**src/rtl/rorh_pkg.sv**
```systemverilog
// rorh_pkg: shared types and constants for the rate-of-rise heat alarm
// no dependencies; imported by the core and by its checker

package rorh_pkg;

  // configuration port
  localparam int unsigned CFG_IDX_W  = 3;
  localparam int unsigned CFG_DATA_W = 32;
  localparam int unsigned NUM_TIERS  = 6;

  localparam logic [CFG_IDX_W-1:0] CFG_SUPER_LEVEL = 3'd6;
  localparam logic [CFG_IDX_W-1:0] CFG_CLEAR_LEVEL = 3'd7;

  // field widths
  localparam int unsigned TEMP_W = 12;
  localparam int unsigned RATE_W = 13;  // smoothed rates stay within +-4095
  localparam int unsigned OUT_W  = 16;

  // reset values of the configuration registers
  localparam logic [CFG_DATA_W-1:0] TIER_RESET        = 32'h7FFF_0258;
  localparam logic signed [TEMP_W-1:0] SUPER_LEVEL_RST = 12'sd2000;
  localparam logic signed [TEMP_W-1:0] CLEAR_LEVEL_RST = 12'sd350;

  localparam logic signed [OUT_W-1:0] DEFAULT_THRESHOLD = 16'sd600;

  // divide by ten: q = (a * DIV10_RECIP) >> DIV10_SHIFT, exact for a < 43690
  localparam int unsigned     DIV10_SHIFT = 18;
  localparam logic [15:0]     DIV10_RECIP = 16'd26215;

  // alarm_state codes
  localparam logic [1:0] ALARM_NONE  = 2'd0;
  localparam logic [1:0] ALARM_HIGH  = 2'd1;
  localparam logic [1:0] ALARM_SUPER = 2'd2;

  typedef struct packed {
    logic [1:0]               alarm_state;
    logic signed [OUT_W-1:0]  threshold_used;
    logic                     deferred;
    logic                     heat_start;
    logic                     super_start;
    logic                     super_end;
    logic                     heat_end;
    logic signed [RATE_W-1:0] rate_short;
    logic signed [RATE_W-1:0] rate_mid;
    logic signed [RATE_W-1:0] rate_long;
  } result_t;

endpackage

```
**src/rtl/rate_of_rise_heat_alarm_core.sv**
```systemverilog
// rate_of_rise_heat_alarm_core: rate-of-rise heat alarm, one sample per word
// depends on rorh_pkg

// Takes one signed temperature sample (tenths of a degree) per input word and
// returns one result word per sample. The block sustains one sample per clock
// cycle while out_ready stays high; the sample lands in the input register when
// it is accepted and the result register loads from the single computation
// stage after it, stalled only while a result word waits on out_ready. The first
// sample after reset fills the whole history,
// so its rise is zero. Three smoothed rates over SHORT_LAG, MID_LAG and
// LONG_LAG samples feed six rate tiers (short, short, mid, mid, long, long in
// priority order); the first tier whose rate exceeds its signed limit gives
// the threshold, else 600. While the default threshold is in use, a first
// sample above it is deferred with no alarm decision. Configuration writes
// take effect at once and are meant to happen only while no word is in flight.
module rate_of_rise_heat_alarm_core
  import rorh_pkg::*;
#(
  parameter int unsigned SHORT_LAG = 3,
  parameter int unsigned MID_LAG   = 6,
  parameter int unsigned LONG_LAG  = 9
) (
  input  logic                         clk,
  input  logic                         rst_n,
  // sample input
  input  logic                         in_valid,
  output logic                         in_ready,
  input  logic signed [TEMP_W-1:0]     in_sample_temp,
  // result output
  output logic                         out_valid,
  input  logic                         out_ready,
  output logic [1:0]                   out_alarm_state,
  output logic signed [OUT_W-1:0]      out_threshold_used,
  output logic                         out_deferred,
  output logic                         out_heat_start,
  output logic                         out_super_start,
  output logic                         out_super_end,
  output logic                         out_heat_end,
  output logic signed [OUT_W-1:0]      out_rate_short,
  output logic signed [OUT_W-1:0]      out_rate_mid,
  output logic signed [OUT_W-1:0]      out_rate_long,
  // configuration writes
  input  logic                         cfg_we,
  input  logic [CFG_IDX_W-1:0]         cfg_idx,
  input  logic [CFG_DATA_W-1:0]        cfg_wdata
);

  // history holds the previous MAX_LAG samples, newest at index 0
  localparam int unsigned MAX_SM  = (SHORT_LAG > MID_LAG) ? SHORT_LAG : MID_LAG;
  localparam int unsigned MAX_LAG = (MAX_SM > LONG_LAG) ? MAX_SM : LONG_LAG;

  typedef enum logic [1:0] {
    MODE_NONE  = ALARM_NONE,
    MODE_HIGH  = ALARM_HIGH,
    MODE_SUPER = ALARM_SUPER
  } mode_t;

  // configuration registers
  logic [CFG_DATA_W-1:0]    tier_r [NUM_TIERS];
  logic signed [TEMP_W-1:0] super_lvl_r;
  logic signed [TEMP_W-1:0] clear_lvl_r;

  // input stage
  logic                     s1_valid_r;
  logic signed [TEMP_W-1:0] s1_temp_r;

  // block state
  logic signed [TEMP_W-1:0] hist_r [MAX_LAG];
  logic                     primed_r;
  logic signed [RATE_W-1:0] sm_short_r, sm_mid_r, sm_long_r;
  logic                     pending_r;
  mode_t                    mode_r;

  // result stage
  logic                     out_valid_r;
  result_t                  res_r;

  // next values
  logic signed [RATE_W-1:0] sm_short_nxt, sm_mid_nxt, sm_long_nxt;
  logic signed [OUT_W-1:0]  thr_nxt;
  logic                     pending_nxt;
  logic                     deferred_nxt;
  mode_t                    mode_nxt;
  logic                     hs_nxt, ss_nxt, se_nxt, he_nxt;

  logic signed [TEMP_W-1:0] lag_short, lag_mid, lag_long;
  logic signed [RATE_W-1:0] tier_rate [NUM_TIERS];
  logic                     advance;
  logic                     fire;

  // smoothed rise: (diff*90 + old*10)/100 == (9*diff + old)/10, toward zero
  function automatic logic signed [RATE_W-1:0] smooth_rate(
    input logic signed [TEMP_W-1:0] cur,
    input logic signed [TEMP_W-1:0] lag,
    input logic signed [RATE_W-1:0] old
  );
    logic signed [RATE_W-1:0] diff;
    logic signed [16:0]       num;
    logic [15:0]              mag;
    logic [31:0]              prod;
    logic [RATE_W-1:0]        quo;
    diff = RATE_W'(cur) - RATE_W'(lag);
    num  = 17'(diff) * 17'sd9 + 17'(old);
    mag  = num[16] ? 16'(-num) : num[15:0];
    prod = 32'(mag) * 32'(DIV10_RECIP);
    quo  = {1'b0, prod[DIV10_SHIFT +: RATE_W-1]};
    return num[16] ? $signed(-quo) : $signed(quo);
  endfunction

  // one-stage pipeline with a result register
  assign advance  = !out_valid_r || out_ready;
  assign in_ready = !s1_valid_r || advance;
  assign fire     = s1_valid_r && advance;

  // lagged samples; the very first sample sees itself everywhere
  assign lag_short = primed_r ? hist_r[SHORT_LAG-1] : s1_temp_r;
  assign lag_mid   = primed_r ? hist_r[MID_LAG-1]   : s1_temp_r;
  assign lag_long  = primed_r ? hist_r[LONG_LAG-1]  : s1_temp_r;

  assign sm_short_nxt = smooth_rate(s1_temp_r, lag_short, sm_short_r);
  assign sm_mid_nxt   = smooth_rate(s1_temp_r, lag_mid,   sm_mid_r);
  assign sm_long_nxt  = smooth_rate(s1_temp_r, lag_long,  sm_long_r);

  // tiers pair up on short, mid and long rates
  assign tier_rate[0] = sm_short_nxt;
  assign tier_rate[1] = sm_short_nxt;
  assign tier_rate[2] = sm_mid_nxt;
  assign tier_rate[3] = sm_mid_nxt;
  assign tier_rate[4] = sm_long_nxt;
  assign tier_rate[5] = sm_long_nxt;

  // threshold select: walk from lowest priority so the highest wins
  always_comb begin
    thr_nxt = DEFAULT_THRESHOLD;
    for (int t = NUM_TIERS - 1; t >= 0; t--) begin
      if (OUT_W'(tier_rate[t]) > $signed(tier_r[t][31:16])) begin
        thr_nxt = $signed(tier_r[t][15:0]);
      end
    end
  end

  // deferral and alarm decision
  always_comb begin
    pending_nxt  = 1'b0;
    deferred_nxt = 1'b0;
    mode_nxt     = mode_r;
    hs_nxt       = 1'b0;
    ss_nxt       = 1'b0;
    se_nxt       = 1'b0;
    he_nxt       = 1'b0;

    // above the default threshold: the first such sample only arms the check
    if (thr_nxt == DEFAULT_THRESHOLD && OUT_W'(s1_temp_r) > DEFAULT_THRESHOLD) begin
      pending_nxt  = 1'b1;
      deferred_nxt = !pending_r;
    end

    if (!deferred_nxt) begin
      if (OUT_W'(s1_temp_r) > thr_nxt) begin
        hs_nxt = (mode_r == MODE_NONE);
        if (s1_temp_r >= super_lvl_r) begin
          ss_nxt   = (mode_r != MODE_SUPER);
          mode_nxt = MODE_SUPER;
        end else begin
          se_nxt   = (mode_r == MODE_SUPER);
          mode_nxt = MODE_HIGH;
        end
      end else if (s1_temp_r < clear_lvl_r) begin
        if (mode_r != MODE_NONE) begin
          se_nxt   = (mode_r == MODE_SUPER);
          he_nxt   = 1'b1;
          mode_nxt = MODE_NONE;
        end
      end
    end
  end

  // control, state and result register
  always_ff @(posedge clk) begin
    if (!rst_n) begin
      s1_valid_r  <= 1'b0;
      out_valid_r <= 1'b0;
      primed_r    <= 1'b0;
      sm_short_r  <= '0;
      sm_mid_r    <= '0;
      sm_long_r   <= '0;
      pending_r   <= 1'b0;
      mode_r      <= MODE_NONE;
      for (int t = 0; t < NUM_TIERS; t++) begin
        tier_r[t] <= TIER_RESET;
      end
      super_lvl_r <= SUPER_LEVEL_RST;
      clear_lvl_r <= CLEAR_LEVEL_RST;
    end else begin
      if (in_ready) begin
        s1_valid_r <= in_valid;
      end
      if (advance) begin
        out_valid_r <= s1_valid_r;
      end
      if (fire) begin
        primed_r   <= 1'b1;
        sm_short_r <= sm_short_nxt;
        sm_mid_r   <= sm_mid_nxt;
        sm_long_r  <= sm_long_nxt;
        pending_r  <= pending_nxt;
        mode_r     <= mode_nxt;
        res_r.alarm_state    <= mode_nxt;
        res_r.threshold_used <= thr_nxt;
        res_r.deferred       <= deferred_nxt;
        res_r.heat_start     <= hs_nxt;
        res_r.super_start    <= ss_nxt;
        res_r.super_end      <= se_nxt;
        res_r.heat_end       <= he_nxt;
        res_r.rate_short     <= sm_short_nxt;
        res_r.rate_mid       <= sm_mid_nxt;
        res_r.rate_long      <= sm_long_nxt;
      end
      if (cfg_we) begin
        unique case (cfg_idx)
          CFG_SUPER_LEVEL: super_lvl_r <= cfg_wdata[TEMP_W-1:0];
          CFG_CLEAR_LEVEL: clear_lvl_r <= cfg_wdata[TEMP_W-1:0];
          default:         tier_r[cfg_idx] <= cfg_wdata;
        endcase
      end
    end
  end

  // payload registers: input sample and history shift line
  always_ff @(posedge clk) begin
    if (in_valid && in_ready) begin
      s1_temp_r <= in_sample_temp;
    end
    if (fire) begin
      hist_r[0] <= s1_temp_r;
      for (int i = 1; i < MAX_LAG; i++) begin
        hist_r[i] <= primed_r ? hist_r[i-1] : s1_temp_r;
      end
    end
  end

  assign out_valid          = out_valid_r;
  assign out_alarm_state    = res_r.alarm_state;
  assign out_threshold_used = res_r.threshold_used;
  assign out_deferred       = res_r.deferred;
  assign out_heat_start     = res_r.heat_start;
  assign out_super_start    = res_r.super_start;
  assign out_super_end      = res_r.super_end;
  assign out_heat_end       = res_r.heat_end;
  assign out_rate_short     = OUT_W'(res_r.rate_short);
  assign out_rate_mid       = OUT_W'(res_r.rate_mid);
  assign out_rate_long      = OUT_W'(res_r.rate_long);

endmodule

```
**config.mk**
```make
export PLATFORM = sky130hd
export DESIGN_NAME = rate_of_rise_heat_alarm_core
export DESIGN_NICKNAME = d
export VERILOG_FILES = /design/src/rtl/rorh_pkg.sv /design/src/rtl/rate_of_rise_heat_alarm_core.sv
export SDC_FILE = /design/constraint.sdc
export NUM_CORES = 2
export LEC_CHECK = 0
export BUFFER_PORTS_ARGS = -buffer_cell sky130_fd_sc_hd__buf_2
export CAP_MARGIN = 10
export CORE_MARGIN = 2
export CORE_UTILIZATION = 53
export DETAILED_ROUTE_END_ITERATION = 12
export PLACE_DENSITY = 0.7
export SLEW_MARGIN = 20
export SYNTH_ARGS = -nofsm -noshare
export SYNTH_HDL_FRONTEND = slang
export SYNTH_SLANG_ARGS = --single-unit
```
**constraint.sdc**
```tcl
create_clock -name clk -period 18.3 [get_ports clk]
set_clock_uncertainty 0.2 [all_clocks]
set_input_delay 0.915 -clock clk [delete_from_list [all_inputs] [get_ports clk]]
set_output_delay 0.915 -clock clk [all_outputs]
set_load 0.01 [all_outputs]
```
==> run_results.csv <==
group,metric,value,unit
synth,synth_xor_area_share,3.99,%
floorplanning,io_pins,125,
grt,grt-ovfl-total,0,
cts,clockBufferDepth,3,
timing,slew_violations,0,
synth,ys_ff_latch,443,
floorplanning,die_width,283,um
synth,syn_avg_cell_area,9.88,um2
grt,antenna_found_initial,0,
detailed_routing,vias,30200,
timing,period_minus_slack,17400,ps
detailed_routing,antenna_left,0,
synth,syn-cell-area,0.0413,mm2
floorplanning,num_rows,102,
detailed_routing,firstDrtPassIters,5,
synth,ys.warnings.count,0,
outcome,outcome,"complete, no violations",
cts,clock-sinks,443,
synth,synth_mux_area_share,0.854,%
cts,cts_buffers,46,
floorplanning,die_h,283,um
synth,synth-edff-count,374,
cts,cts.htree.levels,2,
detailed_routing,wl,105000,um
synth,yosysTopAreaCellShare,27.2,%
setup_path,path_max_fanout,24,
synth,yosysTopAreaCell,"edfxtp_1",
timing,min_period_over_period,95.1,%
placed_design,placed_cells,5349,
layout,layout-drive-gt1-share,10.8,%
layout,final_nets,5365,
timing,finalSetupViolCount,0,
grt,grt_util_all_layers,26.2,%
detailed_routing,drcViolationCount,0,
timing,fmax,0.0575,GHz
synth,yosys.cell_count.top_type,"inv_1",
layout,finalNonFillerCells,5446,
setup_path,startpoint_type,"flop",
synth,ys.flop_type,"edfxtp_1",
placed_design,gp_congestion,0.954,
synth,synth_fa_ha_area_share,33.8,%
layout,multi_input_area,0.0257,mm2
setup_path,slowest_delay,540,ps
timing,worst_pin_slew,1090,ps
timing,whs,253,ps
flow_run,max-cap-violations,0,
layout,fillers,6668,
setup_path,criticalPathCategory,"reg -> reg",
placed_design,hpwl,81600,um
floorplanning,initial_core_util,53.4,%
synth,yosys.area_share.simple,12.0,%
setup_path,r2r_slack,900,ps
synth,synth_common_cells,"774 x inv_1, 661 x ha_1, 426 x nand2_1",
setup_path,startpoint,"primed_r$_SDFFE_PN0P_",
setup_path,end_kind,"flop",
setup_path,crit_slowest_cell,"fa_1",
cts,path_clk_slew,60,ps
layout,area_delta_synth_final,10.4,%
setup_path,cp.arrival,17680,ps
min_path,min_from,"clear_lvl_r[9]$_SDFFE_PN0P_",
detailed_routing,viasPerCell,5.54,
grt,grt_max_degree,90,
floorplanning,coreArea,0.0773,mm2
placed_design,port_buffers,124,
timing,maxSlewHeadroom,26.7,%
synth,async_flop_share,0,%
synth,synth_nets,5178,
min_path,hold_class,"reg -> reg",
grt,grt_first_pass_wirelength,166000,um
layout,antenna_cells,0,
synth,synth.area.top_cells,"edfxtp_1 27%, ha_1 20%, fa_1 14%",
setup_path,worstPathRequired,18580,ps
detailed_routing,drtIter0Drc,2275,
synth,synthCells,4181,
cts,cts_tree,"done",
synth,synth_compound_area_share,10.5,%
grt,grt_pass1_vias,30200,
synth,synth_top_family_by_area,"adder cells",
layout,regArea,0.0126,mm2
timing,hold_viol,0,
cts,insertion_delay,620,ps
setup_path,r2r-start,"primed_r$_SDFFE_PN0P_",
cts,cts_root_buf,"clkbuf_16",
floorplanning,die_area,0.0802,mm2
synth,synth.lib_cells_used.distinct,111,
detailed_routing,routedWlPerCell,19.2,um
synth,ys_seq_area_share,30.5,%
==> cell usage in the layout, fill, tap and decap left out, types with 10 or more instances in the layout <==
cell	instances
nand3_1	65
fa_1	284
xor2_1	67
clkinv_1	11
a21o_1	67
buf_4	119
a211oi_1	24
dfxtp_1	68
xnor2_1	100
a21oi_1	177
buf_2	124
inv_1	772
o21ai_0	70
edfxtp_1	374
o21a_1	27
nor2_1	270
nor3_1	55
nand2b_1	40
o31ai_1	11
nand4_1	33
o22ai_1	15
and2_1	15
nor2b_1	44
and3_1	11
o211a_1	10
nand2_1	424
a31oi_1	16
clkbuf_16	46
o21bai_1	12
mux2_2	21
o211ai_1	38
xnor2_2	10
or3_1	13
ha_1	661
==> cell families (layout without fill, tap and decap cells) <==
logic type      after synthesis  count (layout)
compound gates              625             625
xor+xnor                    188             188
fa+ha+maj                   945             945
buf+inv                     881            1106
flops                       443             443
mux                          31              31
simple gates               1068            1068
==> area by class of cell <==
cell class                 instances  share of cell area [%]
clock buffer                      56                    2.63
timing repair buffer             244                    3.36
tap                             1040                    2.85
clock inverter                    30                   0.746
inverter                         776                    6.40
multi-input combinational       2857                    56.4
sequential                       443                    27.7
==> what timing repair did <==
action                     4_1_cts  5_1_grt
setup endpoints to repair        2        8
hold buffers                     0        0
resized for setup                1       70
pin swaps                        0        8
setup buffers                    0       11
gates cloned                     0        0
==> registers in the layout (all words and copies together) (netlist names), 12 cells and up <==
name and count:
clear_lvl_r 12, hist_r 108, out_rate_long 13, out_rate_mid 13, out_rate_short 13, out_threshold_used 16
s1_temp_r 12, sm_long_r 13, sm_mid_r 13, sm_short_r 13, super_lvl_r 12, tier_r 192
==> final timing paths <==
| path | cells past startpoint | to |
|---|---|---|
| max | 75 | mode_r[0]$_SDFFE_PN0P_ |
| max reg2reg | 75 | mode_r[0]$_SDFFE_PN0P_ |
| min reg2reg | 2 | clear_lvl_r[9]$_SDFFE_PN0P_ |
| min | 2 | clear_lvl_r[9]$_SDFFE_PN0P_ |
==> metal layers <==
layer	track usage [%]	share of wire, %	vias up
li1	-	-	14500
met4	7.43	2.8	0
met3	2.70	6.0	158
met1	36.0	44	14600
met5	0	0	-
met2	44.0	47	871
==> critical path: cells and delay by family (launching register included) <==
family / cells / cell delay, ps
AND/OR/NAND/NOR: 16 / 2890
adder cells (fa/ha/maj): 15 / 5760
AO/OA/AOI/OAI: 27 / 5270
XOR/XNOR: 4 / 1050
flip-flops: 1 / 420
buffers and inverters: 11 / 1160
multiplexers: 2 / 480
==> stage by stage <==
step	TNS, ps	util (%)	area [um2]	setup slack (ps)
2_1_floorplan	0	-	41300	1630
3_3_place_gp	0	56.3	43600	222
3_5_place_dp	-65.3	56.3	43600	-65.3
4_1_cts	0	58.3	45100	92.1
5_1_grt	-125	59.0	45600	-93.7
6_report	0	59.0	45600	899
Power is not shown: default switching activity piles up to over one toggle a cycle in this logic, so the estimate is an artifact.
